`src/rtl/bae_pkg.sv`:
```
// ----------------------------------------------------------------------------
// bae_pkg
// Shared types and constants for the binary arithmetic encoder.
// ----------------------------------------------------------------------------
package bae_pkg;

    // Default depth of the command queue between the front and the core
    localparam int QUEUE_DEPTH_DEF = 2;

    localparam logic [31:0] LOW_RESET  = 32'h0000_0000;
    localparam logic [31:0] HIGH_RESET = 32'hffff_ffff;
    localparam logic [31:0] TOP_MASK   = 32'hff00_0000;
    localparam logic [7:0]  FILL_BYTE  = 8'hff;

    // Shift count of the fourth (final permitted) byte of one encode
    localparam logic [1:0]  LAST_SHIFT = 2'd3;

    typedef enum logic {
        OP_ENCODE = 1'b0,
        OP_FLUSH  = 1'b1
    } op_t;

    typedef struct packed {
        op_t         op;
        logic        bit_value;
        logic [15:0] probability;
    } cmd_t;

    typedef struct packed {
        logic valid;
        logic full;
    } queue_status_t;

    typedef enum logic [1:0] {
        ST_IDLE,
        ST_ADD,
        ST_EMIT,
        ST_FLUSH
    } core_state_t;

    typedef struct packed {
        logic busy;
        logic top_differ;
        logic ordered;
    } core_status_t;

endpackage

```
`src/rtl/bae_front.sv`:
```
// ----------------------------------------------------------------------------
// bae_front
// Input side: unpacks and classifies transactions into a small command queue.
// ----------------------------------------------------------------------------
module bae_front #(
    parameter int DEPTH = bae_pkg::QUEUE_DEPTH_DEF
) (
    input  logic                  aclk,
    input  logic                  aresetn,
    input  logic                  s_tvalid,
    output logic                  s_tready,
    input  logic [23:0]           s_tdata,   // [0] bit_value, [16:1] probability
    input  logic [0:0]            s_tuser,   // [0] operation
    input  logic                  pop,
    output bae_pkg::cmd_t         head,
    output bae_pkg::queue_status_t q_status
);
    import bae_pkg::*;

    localparam int PTR_W = (DEPTH > 1) ? $clog2(DEPTH) : 1;
    localparam int CNT_W = $clog2(DEPTH + 1);

    cmd_t             entry_reg [DEPTH];
    logic [PTR_W-1:0] wr_ptr_reg, wr_ptr_next;
    logic [PTR_W-1:0] rd_ptr_reg, rd_ptr_next;
    logic [CNT_W-1:0] count_reg, count_next;
    cmd_t             in_cmd;
    logic             push;

    // classify the incoming transaction
    always_comb begin
        in_cmd.op          = op_t'(s_tuser[0]);
        in_cmd.bit_value   = s_tdata[0];
        in_cmd.probability = s_tdata[16:1];
    end

    assign s_tready = (count_reg != CNT_W'(DEPTH));
    assign push     = s_tvalid && s_tready;

    assign head           = entry_reg[rd_ptr_reg];
    assign q_status.valid = (count_reg != '0);
    assign q_status.full  = !s_tready;

    always_comb begin
        wr_ptr_next = wr_ptr_reg;
        rd_ptr_next = rd_ptr_reg;
        count_next  = count_reg;
        if (push) begin
            wr_ptr_next = (wr_ptr_reg == PTR_W'(DEPTH - 1)) ? '0 : wr_ptr_reg + 1'b1;
        end
        if (pop) begin
            rd_ptr_next = (rd_ptr_reg == PTR_W'(DEPTH - 1)) ? '0 : rd_ptr_reg + 1'b1;
        end
        case ({push, pop})
            2'b10:   count_next = count_reg + 1'b1;
            2'b01:   count_next = count_reg - 1'b1;
            default: count_next = count_reg;
        endcase
    end

    always_ff @(posedge aclk) begin
        if (!aresetn) begin
            wr_ptr_reg <= '0;
            rd_ptr_reg <= '0;
            count_reg  <= '0;
        end else begin
            wr_ptr_reg <= wr_ptr_next;
            rd_ptr_reg <= rd_ptr_next;
            count_reg  <= count_next;
        end
    end

    always_ff @(posedge aclk) begin
        if (push) begin
            entry_reg[wr_ptr_reg] <= in_cmd;
        end
    end

endmodule

```
`src/rtl/bae_core.sv`:
```
// ----------------------------------------------------------------------------
// bae_core
// Back end: interval update, byte renormalisation and output register.
// ----------------------------------------------------------------------------
module bae_core (
    input  logic                 aclk,
    input  logic                 aresetn,
    input  bae_pkg::cmd_t        head,
    input  logic                 head_valid,
    output logic                 pop,
    output logic                 m_tvalid,
    input  logic                 m_tready,
    output logic [7:0]           m_tdata,
    output logic                 m_tlast,
    output bae_pkg::core_status_t status
);
    import bae_pkg::*;

    core_state_t state_reg, state_next;
    logic [31:0] low_reg, low_next;
    logic [31:0] high_reg, high_next;
    logic [31:0] hi_prod_reg, hi_prod_next;
    logic [15:0] lo_prod_reg, lo_prod_next;
    logic        bit_reg, bit_next;
    logic [1:0]  cnt_reg, cnt_next;
    logic [7:0]  out_data_reg, out_data_next;
    logic        out_last_reg, out_last_next;
    logic        out_valid_reg, out_valid_next;

    logic [31:0] range_w, hi_prod_w, lo_prod_w;
    logic [31:0] split_w, split_inc_w, upd_low_w, upd_high_w;
    logic [31:0] shl_low_w, shl_high_w;
    logic        upd_equal_w, shl_differ_w, emit_last_w, out_free_w, load_w;

    // partial products of range * p / 65536 (16 x 16 bits each)
    assign range_w   = high_reg - low_reg;
    assign hi_prod_w = {16'b0, range_w[31:16]} * {16'b0, head.probability};
    assign lo_prod_w = {16'b0, range_w[15:0]} * {16'b0, head.probability};

    assign split_w     = low_reg + hi_prod_reg + {16'b0, lo_prod_reg};
    assign split_inc_w = split_w + 32'd1;
    assign upd_low_w   = bit_reg ? low_reg : split_inc_w;
    assign upd_high_w  = bit_reg ? split_w : high_reg;
    assign upd_equal_w = ((upd_low_w ^ upd_high_w) & TOP_MASK) == '0;

    assign shl_low_w    = {low_reg[23:0], 8'h00};
    assign shl_high_w   = {high_reg[23:0], FILL_BYTE};
    assign shl_differ_w = ((shl_low_w ^ shl_high_w) & TOP_MASK) != '0;
    assign emit_last_w  = (cnt_reg == LAST_SHIFT) || shl_differ_w;

    assign out_free_w = !out_valid_reg || m_tready;

    // next state
    always_comb begin
        state_next = state_reg;
        case (state_reg)
            ST_IDLE: begin
                if (head_valid) begin
                    state_next = (head.op == OP_FLUSH) ? ST_FLUSH : ST_ADD;
                end
            end
            ST_ADD: begin
                state_next = upd_equal_w ? ST_EMIT : ST_IDLE;
            end
            ST_EMIT: begin
                if (out_free_w && emit_last_w) begin
                    state_next = ST_IDLE;
                end
            end
            ST_FLUSH: begin
                if (out_free_w) begin
                    state_next = ST_IDLE;
                end
            end
            default: state_next = ST_IDLE;
        endcase
    end

    // datapath and outputs
    always_comb begin
        pop           = 1'b0;
        load_w        = 1'b0;
        low_next      = low_reg;
        high_next     = high_reg;
        hi_prod_next  = hi_prod_reg;
        lo_prod_next  = lo_prod_reg;
        bit_next      = bit_reg;
        cnt_next      = cnt_reg;
        out_data_next = out_data_reg;
        out_last_next = out_last_reg;
        case (state_reg)
            ST_IDLE: begin
                if (head_valid) begin
                    pop          = 1'b1;
                    hi_prod_next = hi_prod_w;
                    lo_prod_next = lo_prod_w[31:16];
                    bit_next     = head.bit_value;
                end
            end
            ST_ADD: begin
                low_next  = upd_low_w;
                high_next = upd_high_w;
                cnt_next  = '0;
            end
            ST_EMIT: begin
                if (out_free_w) begin
                    load_w        = 1'b1;
                    out_data_next = high_reg[31:24];
                    out_last_next = emit_last_w;
                    low_next      = shl_low_w;
                    high_next     = shl_high_w;
                    cnt_next      = cnt_reg + 1'b1;
                end
            end
            ST_FLUSH: begin
                if (out_free_w) begin
                    load_w        = 1'b1;
                    out_data_next = high_reg[31:24];
                    out_last_next = 1'b1;
                end
            end
            default: begin
                pop = 1'b0;
            end
        endcase
        out_valid_next = load_w ? 1'b1 : (m_tready ? 1'b0 : out_valid_reg);
    end

    always_ff @(posedge aclk) begin
        if (!aresetn) begin
            state_reg     <= ST_IDLE;
            low_reg       <= LOW_RESET;
            high_reg      <= HIGH_RESET;
            cnt_reg       <= '0;
            out_valid_reg <= 1'b0;
        end else begin
            state_reg     <= state_next;
            low_reg       <= low_next;
            high_reg      <= high_next;
            cnt_reg       <= cnt_next;
            out_valid_reg <= out_valid_next;
        end
    end

    always_ff @(posedge aclk) begin
        hi_prod_reg  <= hi_prod_next;
        lo_prod_reg  <= lo_prod_next;
        bit_reg      <= bit_next;
        out_data_reg <= out_data_next;
        out_last_reg <= out_last_next;
    end

    assign m_tvalid = out_valid_reg;
    assign m_tdata  = out_data_reg;
    assign m_tlast  = out_last_reg;

    assign status.busy       = (state_reg != ST_IDLE);
    assign status.top_differ = ((low_reg ^ high_reg) & TOP_MASK) != '0;
    assign status.ordered    = (low_reg <= high_reg);

endmodule

```
`src/rtl/binary_arithmetic_encoder_unit.sv`:
```
// ----------------------------------------------------------------------------
// binary_arithmetic_encoder_unit
// Carry-less 32-bit binary arithmetic encoder with stream interfaces.
// ----------------------------------------------------------------------------
// Usage:
//  - Slave channel: one transaction per command. tuser[0] selects encode (0)
//    or flush (1); tdata carries the bit to encode and a 16-bit probability
//    of a one. Commands enter a small queue (QUEUE_DEPTH entries) so the
//    sender is not held while the core renormalises.
//  - Master channel: one byte of the compressed stream per transaction;
//    tlast marks the final byte produced by a given command. An encode gives
//    zero to four bytes, a flush exactly one (top byte of the high bound,
//    bounds unchanged).
//  - Timing: an encode passes through the core in IDLE (partial products
//    from the queue head), then ADD (three-way add and bound update), then
//    EMIT once per emitted byte. A flush passes through IDLE and FLUSH.
//    The bound update loop sets the rate.
//  - Reset (aresetn low, synchronous): queue emptied, low bound 0, high
//    bound all ones, output register empty.
//  - Receiver stall: the output register holds its byte; the core waits,
//    the queue fills, then s_tready drops.
// ----------------------------------------------------------------------------
module binary_arithmetic_encoder_unit #(
    parameter int QUEUE_DEPTH = bae_pkg::QUEUE_DEPTH_DEF
) (
    input  logic        aclk,
    input  logic        aresetn,
    input  logic        s_tvalid,
    output logic        s_tready,
    input  logic [23:0] s_tdata,   // [0] bit_value, [16:1] probability, [23:17] zero
    input  logic [0:0]  s_tuser,   // [0] operation
    output logic        m_tvalid,
    input  logic        m_tready,
    output logic [7:0]  m_tdata,   // [7:0] out_byte
    output logic        m_tlast    // last_of_run
);
    import bae_pkg::*;

    cmd_t          head;
    queue_status_t q_status;
    core_status_t  c_status;
    logic          pop;

    // front end: unpack and queue commands
    bae_front #(
        .DEPTH (QUEUE_DEPTH)
    ) u_front (
        .aclk     (aclk),
        .aresetn  (aresetn),
        .s_tvalid (s_tvalid),
        .s_tready (s_tready),
        .s_tdata  (s_tdata),
        .s_tuser  (s_tuser),
        .pop      (pop),
        .head     (head),
        .q_status (q_status)
    );

    // back end: interval arithmetic and byte output
    bae_core u_core (
        .aclk       (aclk),
        .aresetn    (aresetn),
        .head       (head),
        .head_valid (q_status.valid),
        .pop        (pop),
        .m_tvalid   (m_tvalid),
        .m_tready   (m_tready),
        .m_tdata    (m_tdata),
        .m_tlast    (m_tlast),
        .status     (c_status)
    );

    // Between commands the interval must be separated in its top byte,
    // otherwise renormalisation stopped early.
    a_idle_separated: assert property (@(posedge aclk) disable iff (!aresetn)
        !c_status.busy |-> c_status.top_differ)
        else $error("bounds share top byte while core idle");

    a_idle_ordered: assert property (@(posedge aclk) disable iff (!aresetn)
        !c_status.busy |-> c_status.ordered)
        else $error("low bound above high bound");

    // A full queue always presents a command to the core
    a_full_has_head: assert property (@(posedge aclk) disable iff (!aresetn)
        q_status.full |-> q_status.valid)
        else $error("queue full but head not valid");

    // A command is only taken when the queue has one
    a_pop_valid: assert property (@(posedge aclk) disable iff (!aresetn)
        pop |-> q_status.valid)
        else $error("pop from empty queue");

endmodule
```
`config.mk`:
```
export PLATFORM = sky130hd
export DESIGN_NAME = binary_arithmetic_encoder_unit
export DESIGN_NICKNAME = d
export VERILOG_FILES = /design/src/rtl/bae_pkg.sv /design/src/rtl/bae_front.sv /design/src/rtl/bae_core.sv /design/src/rtl/binary_arithmetic_encoder_unit.sv
export SDC_FILE = /design/constraint.sdc
export NUM_CORES = 2
export LEC_CHECK = 0
export BUFFER_PORTS_ARGS = -buffer_cell sky130_fd_sc_hd__buf_4
export CELL_PAD_IN_SITES_DETAIL_PLACEMENT = 1
export CELL_PAD_IN_SITES_GLOBAL_PLACEMENT = 1
export CORE_MARGIN = 2
export CORE_UTILIZATION = 47
export CTS_CLUSTER_SIZE = 14
export DETAILED_ROUTE_END_ITERATION = 16
export PLACE_DENSITY = 0.89
export SETUP_SLACK_MARGIN = 0.2
export SYNTH_ARGS = -nofsm -noshare
export SYNTH_HDL_FRONTEND = slang
export SYNTH_SLANG_ARGS = --single-unit
```
`constraint.sdc`:
```
create_clock -name aclk -period 8.85 [get_ports aclk]
set_input_delay 1.77 -clock aclk [delete_from_list [all_inputs] [get_ports aclk]]
set_output_delay 1.77 -clock aclk [all_outputs]
set_load 0.02 [all_outputs]
```
==> out/summary.txt, run 1 <==
Yosys cell types = 104
Post-synth top cells = inv_1, fa_1, nand2_1, nor2_1, ha_1
Die Span X = 250.2 um
Clk sink count = 168
Clk root buf = clkbuf_16
Synthesized cell area = 28480 um^2
H-tree levels = 4
Dpl cells = 4135
Post-synthesis compound-gate area fraction = 0.1247
Post-synth EDFFs = 94
Detail Placement HPWL = 91.85 mm
Simple-gate area share of the yosys netlist = 0.1618
Synth async-reset ratio = 0
Total Routing Usage GR = 0.7486
Mux cell area share after synthesis = 0.01849
Adder-cell share of the synthesized area = 0.4094
I/O pin cnt = 40
Total grt overflow = 16
Worst endpoint, post-GRT repair = u_core.hi_prod_reg[30]$_DFFE_PP_/D
Synth top area share = 0.2847
First Err = [ERROR GRT-0232] Routing congestion too high. Check the congestion heatmap in the GUI.
Syn_nets = 3955
Largest net degree at the start of global routing = 52
Cells after synthesis = 3237
Ys flop type = edfxtp_1
Initial core utilization = 0.4737
Max Buffers Root-to-Sink = 2
Placer congestion estimate = 0.9315
Largest family of logic cells by synthesized area = adder cells
Die height = 250.2 um
Outcome = aborted with a tool error
Cell row count = 90
Cell taking the most area after synthesis = fa_1
Ys Warns = 0
Register area share after synthesis = 0.1511
Most frequent cell after synthesis = inv_1
Synthesized area per cell = 8.799 um^2
Worst endpoint type = register input
Number of synthesized register bits = 168
PortBufs = 32
Halt Stage = 5_1_grt
Cts bufs inserted = 17
Top cells by area, synth = fa_1, ha_1, edfxtp_1
XOR/XNOR share of the synthesized area = 0.04635
==> routing by layer <==
metal / GRT overflow / track usage
met1: 0 / 0.7164
met2: 12 / 0.8703
met3: 0 / 0.6754
met4: 4 / 0.7519
met5: 0 / 0.4625
==> stage by stage <==
stage,setup WS [ns],hold slack [ns],instance area [um^2]
floorplan,0.1211,0.4516,28790
CTS,-0.4386,0.5191,33460
detailed placement,-0.8352,0.5072,31280
global placement,-0.2954,0.4598,31280
==> logic make-up after synthesis <==
logic type | after synthesis
adders and majority gates | 689
muxes | 50
buffers and inverters | 662
DFF | 168
xor gates and xnor gates | 149
AOI/OAI and AO/OA | 504
and+or+nand+nor | 1015
==> timing repair <==
action	4_1_cts
endpoints found under the setup margin	22
resized for setup	217
pin swaps	116
gates cloned	2
setup buffers	81
hold buffers	0
==> run 2, diff against run 1 <==
--- a/config.mk
+++ b/config.mk
@@ -6,14 +6,10 @@
 export NUM_CORES = 2
 export LEC_CHECK = 0
 export BUFFER_PORTS_ARGS = -buffer_cell sky130_fd_sc_hd__buf_4
-export CELL_PAD_IN_SITES_DETAIL_PLACEMENT = 1
-export CELL_PAD_IN_SITES_GLOBAL_PLACEMENT = 1
 export CORE_MARGIN = 2
-export CORE_UTILIZATION = 47
-export CTS_CLUSTER_SIZE = 14
+export CORE_UTILIZATION = 40
 export DETAILED_ROUTE_END_ITERATION = 16
-export PLACE_DENSITY = 0.89
-export SETUP_SLACK_MARGIN = 0.2
+export PLACE_DENSITY_LB_ADDON = 0.15
 export SYNTH_ARGS = -nofsm -noshare
 export SYNTH_HDL_FRONTEND = slang
 export SYNTH_SLANG_ARGS = --single-unit
==> constraint.sdc (replaced) <==
create_clock -name aclk -period 11.5 [get_ports aclk]
set_input_delay 2.3 -clock aclk [delete_from_list [all_inputs] [get_ports aclk]]
set_output_delay 2.3 -clock aclk [all_outputs]
set_load 0.02 [all_outputs]
==> out/summary.txt, run 2 <==
Outcome = completed
Most frequent cells in the layout = inv_1, fa_1, nand2_1
Synth top area share = 0.2847 (unchanged)
Final setup margin = 0.7369 ns
DRT Pass-1 Iters = 6
Post-CTS sizing = 0 (-100%)
Crit-path leading delay family = adder cells
Synth-to-layout area growth = 7.187%
Remaining DRCs = 0
Vias per cell = 5.592
Arr. time, crit path = 11.01 ns
Largest net degree at the start of global routing = 65
RSZ-0062 raised after global routing = false
Vias in the first global route = 23590
Full die area = 73360 um^2
Max Buffers Root-to-Sink = 2 (unchanged)
Achievable Freq = 0.09291 GHz
Routed via count = 23260
Slowest stage delay, CP = 0.89 ns
Setup TNS = 0 ns
Clk root buf = clkbuf_16
Total Routing Usage GR = 0.2512
Drt total wl = 91.23 mm
PortBufs = 32 (unchanged)
Ys Warns = 0 (unchanged)
Worst Tran Pin Value = 1.259 ns
I/O pin cnt = 40 (unchanged)
Synth async-reset ratio = 0 (unchanged)
Placer congestion estimate = 0.9064 (-2.7%)
Cell taking the most area after synthesis = fa_1
Max-capacitance violation count = 0
Post-DRT Antenna Nets = 0
Buf/Inv on CP = 5
Synthesized cell area = 28480 um^2 (unchanged)
Post-synth EDFFs = 94 (unchanged)
# fillers = 6965
Total grt overflow = 0
Period utilisation layout = 0.9359
Number of synthesized register bits = 168 (unchanged)
Drt wl/cell = 21.93 um
Register area share after synthesis = 0.1511 (unchanged)
Setup crit end kind = flip-flop
Cells after synthesis = 3237 (unchanged)
Pins Over Slew Limit = 0
Final hold violations = 0
Initial core utilization = 0.4053 (-0.06834)
Initial DRC count = 2145
Die Span X = 270.8 um (+8.3%)
Syn_nets = 3955 (unchanged)
Global-route wire length before repair = 140.7 mm
Layout cell share with drive strength beyond 1 = 0.07143
Slew headroom = 0.1591
Cell row count = 97 (+7.8%)
Worst setup path category = flip-flop to flip-flop
Crit path top cell by count = fa_1
Detail Placement HPWL = 70.93 mm (-23%)
Fin crit period = 10.76 ns
Setup-failing EPs final = 0
N_diodes = 0
Initial antenna violation count = 0
Worst setup SP type = flip-flop
CTS tree = yes
Most frequent cell after synthesis = inv_1
Peak fanout along the critical path = 6
Final #Nets = 3925
# hold bufs at CTS = 0 (unchanged)
Setup Skew = 0.02840 ns
H-tree levels = 4 (unchanged)
Core area = 70270 um^2
Clk Latency, worst-skew pair = 0.51 ns
Commonest non-fill, non-tap cell in the layout = inv_1
CTS clk-pin slew, worst paths = 0.10 ns
Post-CTS setup buffer count = 0 (-100%)
Cts bufs inserted = 17 (unchanged)
Yosys cell types = 104 (unchanged)
CP required = 11.75 ns
Die height = 270.8 um (+8.3%)
Hold/Removal Path Class = flip-flop to flip-flop
Synthesized area per cell = 8.799 um^2 (unchanged)
Crit-path slowest cell = xnor2_1
Top cells by area, synth = fa_1, ha_1, edfxtp_1
Clk sink count = 168 (unchanged)
Ys flop type = edfxtp_1
Post-synth top cells = inv_1, fa_1, nand2_1, nor2_1, ha_1
Place WS = 0.8363 ns (+1.672 ns)
## run 2: cell counts after synthesis
No cell type changed its count.
## run 2: area by class of cell
| class | instances | area (um^2) | share of cell area |
|---|---|---|---|
| clock buffer | 17 | 425.4 | 0.01393 |
| clock inverter | 15 | 160.2 | 0.005246 |
| inverter | 509 | 1911 | 0.06258 |
| multi-input combinational | 2407 | 21770 | 0.7131 |
| sequential | 168 | 4305 | 0.1410 |
| tap | 940 | 1176 | 0.03852 |
| timing repair buffer | 104 | 780.7 | 0.02557 |
## run 2: worst register-to-register path: cells and delay by family, from the launching register on
family                     cells  cell delay (ns)
buffers and inverters          5             0.57
adders and majority gates      8             3.62
AOI/OAI and AO/OA             16             3.62
xor gates and xnor gates       2             0.97
DFF                            1             0.46
and+or+nand+nor                7             1.31
## run 2: layer usage
metal / share of wire / wire (um) / GRT usage / vias up
met5: 0 / 0 / 0 / -
met4: 0.028 / 2532 / 0.07400 / 0
met3: 0.066 / 5985 / 0.02885 / 142
met2: 0.44 / 40590 / 0.3932 / 872
met1: 0.46 / 42120 / 0.3646 / 11670
li1: - / - / - / 10580
## run 2: through the flow
stage	cell area (um^2)	hold WS [ns]	utilization	instances
floorplan	28480	0.4516	-	3237
global placement	29940	0.4619	0.4261	4128
detailed placement	29940	0.4760	0.4261	4128
CTS	30530	0.4920	0.4345	4160
global route	30530	0.5246	0.4345	4160
finish	30530	0.4943	0.4345	4160
## run 2: path summary, 6_finish.rpt
| check | from | to | slack [ns] | cells past startpoint |
|---|---|---|---|---|
| setup / recovery | u_core.low_reg[1] | u_core.lo_prod_reg[15] | 0.74 | 38 |
| hold / removal | u_core.cnt_reg[1] | u_core.cnt_reg[1] | 0.49 | 2 |
| setup reg to reg | u_core.low_reg[1] | u_core.lo_prod_reg[15] | 0.74 | 38 |
| hold reg to reg | u_core.cnt_reg[1] | u_core.cnt_reg[1] | 0.49 | 2 |
## run 2: cell families (layout without fill, tap and decap cells)
logic type | after synthesis | in the layout | share of synthesized area
AO/OA/AOI/OAI | 504 | 504 | 0.1247
buffers and inverters | 662 | 645 | 0.08812
adder cells (fa/ha/maj) | 689 | 689 | 0.4094
multiplexers | 50 | 50 | 0.01849
AND/OR/NAND/NOR | 1015 | 1015 | 0.1618
XOR/XNOR | 149 | 149 | 0.04635
flip-flops | 168 | 168 | 0.1511
Power of run 2 is left out: the tool's default activity adds up to more than one toggle a clock period on the data nets, which glitch-free logic cannot reach.
